### config.mk
export PLATFORM = sky130hd
export DESIGN_NAME = tfst_ctrl
export DESIGN_NICKNAME = d
export VERILOG_FILES = /design/src/rtl/tfst_pkg.sv /design/src/rtl/tfst_ctrl.sv
export SDC_FILE = /design/constraint.sdc
export NUM_CORES = 1
export LEC_CHECK = 0
export ABC_AREA = 1
export BUFFER_PORTS_ARGS = -buffer_cell sky130_fd_sc_hd__buf_2
export CAP_MARGIN = 5
export CORE_UTILIZATION = 44
export DETAILED_ROUTE_END_ITERATION = 8
export GPL_TIMING_DRIVEN = 0
export PLACE_DENSITY = 0.71
export SETUP_SLACK_MARGIN = 0.2
export SYNTH_ARGS = -nofsm -noshare
export SYNTH_HDL_FRONTEND = slang
export SYNTH_SLANG_ARGS = --single-unit
### constraint.sdc
create_clock -name clock -period 1.2 [get_ports clock]
set_input_delay 0.24 -clock clock [delete_from_list [all_inputs] [get_ports clock]]
set_output_delay 0.24 -clock clock [all_outputs]
set_load 0.02 [all_outputs]
### src/rtl/tfst_pkg.sv
// ----------------------------------------------------------------------------
// tfst_pkg
// Shared types and constants for the TCP flow state tracker: request,
// response and table entry layouts, controller command bundle, TCP state
// and flag codes.
// ----------------------------------------------------------------------------
package tfst_pkg;

   localparam int FLOW_SLOTS = 1024;
   localparam int SLOT_W     = $clog2(FLOW_SLOTS);

   localparam logic [2:0] TS_CLOSED    = 3'd0;
   localparam logic [2:0] TS_SYN_SENT  = 3'd1;
   localparam logic [2:0] TS_SYN_RCVD  = 3'd2;
   localparam logic [2:0] TS_ESTAB     = 3'd3;
   localparam logic [2:0] TS_FIN_WAIT1 = 3'd4;
   localparam logic [2:0] TS_TIME_WAIT = 3'd5;

   localparam logic [7:0] FL_FIN    = 8'h01;
   localparam logic [7:0] FL_SYN    = 8'h02;
   localparam logic [7:0] FL_RST    = 8'h04;
   localparam logic [7:0] FL_ACK    = 8'h10;
   localparam logic [7:0] FL_SYNACK = 8'h12;
   localparam logic [7:0] FL_FINACK = 8'h11;

   localparam logic [31:0] MAX32      = 32'hFFFF_FFFF;
   localparam logic [47:0] MAX48      = 48'hFFFF_FFFF_FFFF;
   localparam logic [10:0] ACTIVE_MAX = 11'h7FF;

   typedef struct packed {
      logic [9:0]  flow_slot;
      logic [31:0] src_ip;
      logic [31:0] dst_ip;
      logic [15:0] sport;
      logic [15:0] dport;
      logic        has_tcp;
      logic [7:0]  flag_bits;
      logic [31:0] seq_num;
      logic [31:0] ack_num;
      logic [15:0] pkt_len;
   } req_type;

   typedef struct packed {
      logic        new_entry;
      logic [2:0]  conn_st;
      logic        state_changed;
      logic        went_closed;
      logic        reset_alert;
      logic        retransmit_seen;
      logic        flow_active;
      logic        is_forward;
      logic [31:0] flow_packet_count;
      logic [47:0] flow_byte_count;
      logic [31:0] flow_retx_count;
      logic [10:0] active_flow_count;
   } rsp_type;

   typedef struct packed {
      logic        valid;
      logic [31:0] key_ip;
      logic [15:0] key_port;
      logic [2:0]  conn_st;
      logic        active;
      logic [31:0] fwd_seq;
      logic [31:0] rev_seq;
      logic [31:0] last_ack;
      logic [31:0] packets;
      logic [47:0] bytes;
      logic [31:0] retx;
   } entry_type;

   typedef struct packed {
      logic              capture;
      logic              exec;
      logic              clear;
      logic [SLOT_W-1:0] clr_addr;
   } cmd_type;

endpackage

### src/rtl/tfst_ctrl.sv
// ----------------------------------------------------------------------------
// tfst_ctrl
// Controller: table clear sweep after reset, beat accept, the execute
// state for each beat and the response strobe.
// ----------------------------------------------------------------------------
module tfst_ctrl (
   input  logic              clock,
   input  logic              reset,
   input  logic              start,
   output logic              busy,
   output logic              rsp_strobe,
   output tfst_pkg::cmd_type cmd
);
   import tfst_pkg::*;

   typedef enum logic [2:0] {
      ST_CLEAR = 3'b001,
      ST_IDLE  = 3'b010,
      ST_EXEC  = 3'b100
   } ctrl_state_type;

   ctrl_state_type    state_ff, state_in;
   logic [SLOT_W-1:0] clr_addr_ff, clr_addr_in;
   logic              strobe_ff, strobe_in;

   always_comb begin
      state_in    = state_ff;
      clr_addr_in = clr_addr_ff;
      strobe_in   = 1'b0;
      cmd         = '0;
      cmd.clr_addr = clr_addr_ff;
      case (state_ff)
         ST_CLEAR: begin
            cmd.clear   = 1'b1;
            clr_addr_in = clr_addr_ff + 1'b1;
            if (clr_addr_ff == SLOT_W'(FLOW_SLOTS - 1)) begin
               state_in = ST_IDLE;
            end
         end
         ST_IDLE: begin
            if (start) begin
               cmd.capture = 1'b1;
               state_in    = ST_EXEC;
            end
         end
         ST_EXEC: begin
            cmd.exec  = 1'b1;
            strobe_in = 1'b1;
            state_in  = ST_IDLE;
         end
         default: begin
            state_in = ST_CLEAR;
         end
      endcase
   end

   always_ff @(posedge clock) begin
      if (reset) begin
         state_ff    <= ST_CLEAR;
         clr_addr_ff <= '0;
         strobe_ff   <= 1'b0;
      end else begin
         state_ff    <= state_in;
         clr_addr_ff <= clr_addr_in;
         strobe_ff   <= strobe_in;
      end
   end

   assign busy       = (state_ff != ST_IDLE);
   assign rsp_strobe = strobe_ff;

endmodule

# After elaboration in Yosys (flattened, before gate mapping)
# Cells that the tools add are included.
# classes
mux	7
n_reduce_logical	1
addsub	1
eq_ne	7
# op_table
operator	count
$add 10x1->10 const B	1
$eq 10x10->1 const B	1
$pmux 3 s3	1
$mux 3	2
$mux 1	4
$ne 2x2->1 const B	2
$eq 3x1->1 const B	1
$eq 3x2->1 const B	1
$eq 3x3->1 const B	1
$ne 3x2->1 const B	1
$reduce_and 2->1	1
# totals
reg_bits	14
wordCells	19

# Logic depth before layout (Yosys ltp)
# depth
word_depth	3
mapped_depth	8

# Worst setup path after synthesis
# No wires, ideal clock.
# synth_path
path_type	register to register
from	reg clr_addr_ff[0]
to	reg clr_addr_ff[8]
setup_ns	0.113
path_slack_ns	-0.159
path_buffers	0
stages_incl_launch_ff	9
required_ns	1.087
arrival_time_ns	1.246
period_less_slack_ns	1.359
cell_sequence	dfxtp_1 -> ha_1 -> inv_1 -> nor2_2 -> nand4_2 -> nor2_1 -> nand2_1 -> nand2_1 -> nor2_1
# synth_between
elab_chain_len	1
# synth_lines
element	line_no	rtl
start: declaration	tfst_ctrl.sv:23	logic [SLOT_W-1:0] clr_addr_ff, clr_addr_in;
start signal: assignment	tfst_ctrl.sv:64	clr_addr_ff <= clr_addr_in;
$add 10x1->10	tfst_ctrl.sv:35	clr_addr_in = clr_addr_ff + 1'b1;
# Every way passes these cells.
# A chain may end at the register's enable or synchronous reset.

# Final worst setup path
# layout_path
from	reg state_ff[0]
to	reg clr_addr_ff[3]
# layout_between
elab_chain_len	1
# layout_lines
element	line_no	rtl
start: declaration	tfst_ctrl.sv:22	ctrl_state_type state_ff, state_in;
start signal: assignment	tfst_ctrl.sv:63	state_ff <= state_in;
$eq 3x1->1	tfst_ctrl.sv:32	case (state_ff)
# Every way passes these cells.

==> results.md <==
- Most frequent CP cell: buf_6
- DRC: 0
- Fin crit period: 1340 ps
- Layout Utilization: between 80% and 90%
- Num CTS Buffers: 3
- Failing checks: setup timing
- Critical path, cell by cell: buf_6, nand3_4, buf_6, nor2_4, buf_4, o21ai_1, a21oi_1
- Most common cell after layout, fill and taps aside: buf_6
- GRT overflow: 0
- Status: complete, but fails checks
- Core area: between 1000 and 1500 µm²
- Hold buffers post-CTS: 0
- WL/cell: about 17 µm
- Crit path largest cell delay: 360 ps
- Netlist Area Pre-Place: 661 µm²
- Post-DP HPWL: around 970 µm
- WHS Path Cells: 2
- Syn Nets: 93
- CP max stage cell: dfxtp_2
- Syn Area/Cell: 7.42 µm²
- CP arrival: 1540 ps
- Metal2 WL: roughly 1300 µm
- P_leak: about 0.55 nW
- Layout area overhead: 81.1%
- CTS clk-pin slew, worst paths: 100 ps
- Initial antenna violation count: 0
- Crit. End Element: flip-flop
- Pre-CTS setup slack: about 22 ps
- H-tree Lvls: 1
- Worst slew margin: between 70% and 80%
- Vias: 769
- Buf/Inv on CP: 3
- Layout cells sized above 1: approximately 61%
- Drt pass-1 iters: 4
- Max Used Layer: met4
- Synth cell types: 20
- Buffer depth of the longest clock path: 2
- CTS sink cnt: 14
- ANT cells: 0
- Rows: 13
- Via density: about 5.4
- Classification of the worst setup path: reg2reg
- Met3 wire len: about 110 µm
- 1st-iter DRT viols: 20
- Final period util: 112%
- Hold WS: between 150 and 200 ps
- Fin. max-slew vios: 0
- Register area share after synthesis: between 40 and 50%
- Largest delay share family, worst path: buffers and inverters
- Critical path launch point type: flip-flop
- Fmax: about 0.75 GHz
- Synthesized flop and latch total: 14
- Vias in the first global route: between 600 and 700
- Required @ worst endpoint: 1400 ps
- Die area: between 1500 and 2000 µm²
- Most frequent cells in the layout: buf_6 (22), nand2_1 (16), buf_4 (11)
- CTS tree: done
- Metal-1 WL: 910 µm
- Total GRT Usage: between 20% and 30%
- Die X: 40.8 µm
- Max-Cap Viols: 0
- Largest net degree at the start of global routing: 10
- Clk root buf: clkbuf_4
- Initial Util: 48.9%
- Dpl cells: around 120
- CP max FO: 5
- Levels on crit path: 7
- Fin Clk Skew: between 1.5 and 2 ps
- Setup violations, final: 12
- Hold Path Class: in2reg
- Antenna-violating nets left: 0
- Drt total wl: 2400 µm
- # IOs: 18
- Pwr dens: ~1000 nW/µm²
- Setup slack after layout: -141 ps
- Worst vdd ir: 0.000958 V
- R2R Setup Slk: -140 ps
- # nets final: about 130
- Post-Syn Instances: around 90
- RSZ-0062 raised after global routing: true
- Die Span Y: ~41 µm
- Worst Reg-to-Reg Cells: 7
- Buffers on Ports: 17
- Worst-Margin Slew: ~300 ps
- Clk Latency, worst-skew pair: 280 ps
- Total power: roughly 1.2 mW
- Layout Cells excl Fill: between 100 and 150
- YS warnings: 0
- Routability Congestion: about 0.76
- Hold Fails Final Rpt: 0
- First-pass GRT wire length: a little under 3000 µm
==> layer usage <==
layer | vias to the layer above | global-route usage (%)
met5 | - | 0
li1 | 356 | -
met2 | 34 | 52.0
met3 | 10 | 6.52
met1 | 369 | 28.4
met4 | 0 | 17.5
==> cell families (layout without fill, tap and decap cells) <==
logic type,count (synthesis),in the layout,share of synthesized area (%)
xor gates and xnor gates,1,1,1.33
AOI/OAI and AO/OA,10,10,8.14
buffers and inverters,17,55,10.2
DFF,14,14,42.4
adders and majority gates,1,1,1.89
and+or+nand+nor,46,46,36.0
==> stage by stage <==
stage / area (µm²) / setup TNS, ps
finish: 1200 / -788
CTS: 1130 / -185
global route: 1200 / -1370
detailed placement: 813 / 0
floorplan: 709 / 0
global placement: 813 / 0
==> cells in the mapped netlist, drive strengths merged <==
cell | instances | area share (%)
xor2 | 1 | 1.3
o21ai | 4 | 3.6
dfxtp | 14 | 42
nand2 | 18 | 10
nor3 | 3 | 3.0
nand4 | 4 | 5.7
nor2 | 14 | 9.5
a21oi | 6 | 4.5
ha | 1 | 1.9
inv | 16 | 9.1
nand3 | 6 | 6.4
nor3b | 1 | 1.1
buf | 1 | 1.1
==> sequential cells by signal, summed over array words and instances, names as in the netlist <==
signal and cells:
state_ff 3, clr_addr_ff 10, rsp_strobe 1
==> layout make-up <==
class                      count  area, µm²
fill                          63        154
inverter                      16       72.6
timing repair buffer          34        329
sequential                    14        315
clock buffer                   4       36.3
buffer                         1       11.3
tap                           15       18.8
multi-input combinational     58        413
==> worst paths after layout <==
kind,startpoint,endpoint
max,state_ff[0],clr_addr_ff[3]
min,reset,clr_addr_ff[1]
max reg2reg,state_ff[0],clr_addr_ff[3]
min reg2reg,clr_addr_ff[5],clr_addr_ff[5]
==> power by group <==
part | internal (mW) | switching, mW
clock | 0.185 | 0.172
combinational | 0.170 | 0.172
sequential | 0.497 | 0.0497
==> what timing repair did <==
item / CTS / global route
buffers inserted: 15 / 2
endpoints found under the setup margin: 24 / 27
pin swaps: 11 / 4
cloned: 0 / 0
gates resized for setup: 56 / 15
Power figures use the tool's default switching activity.
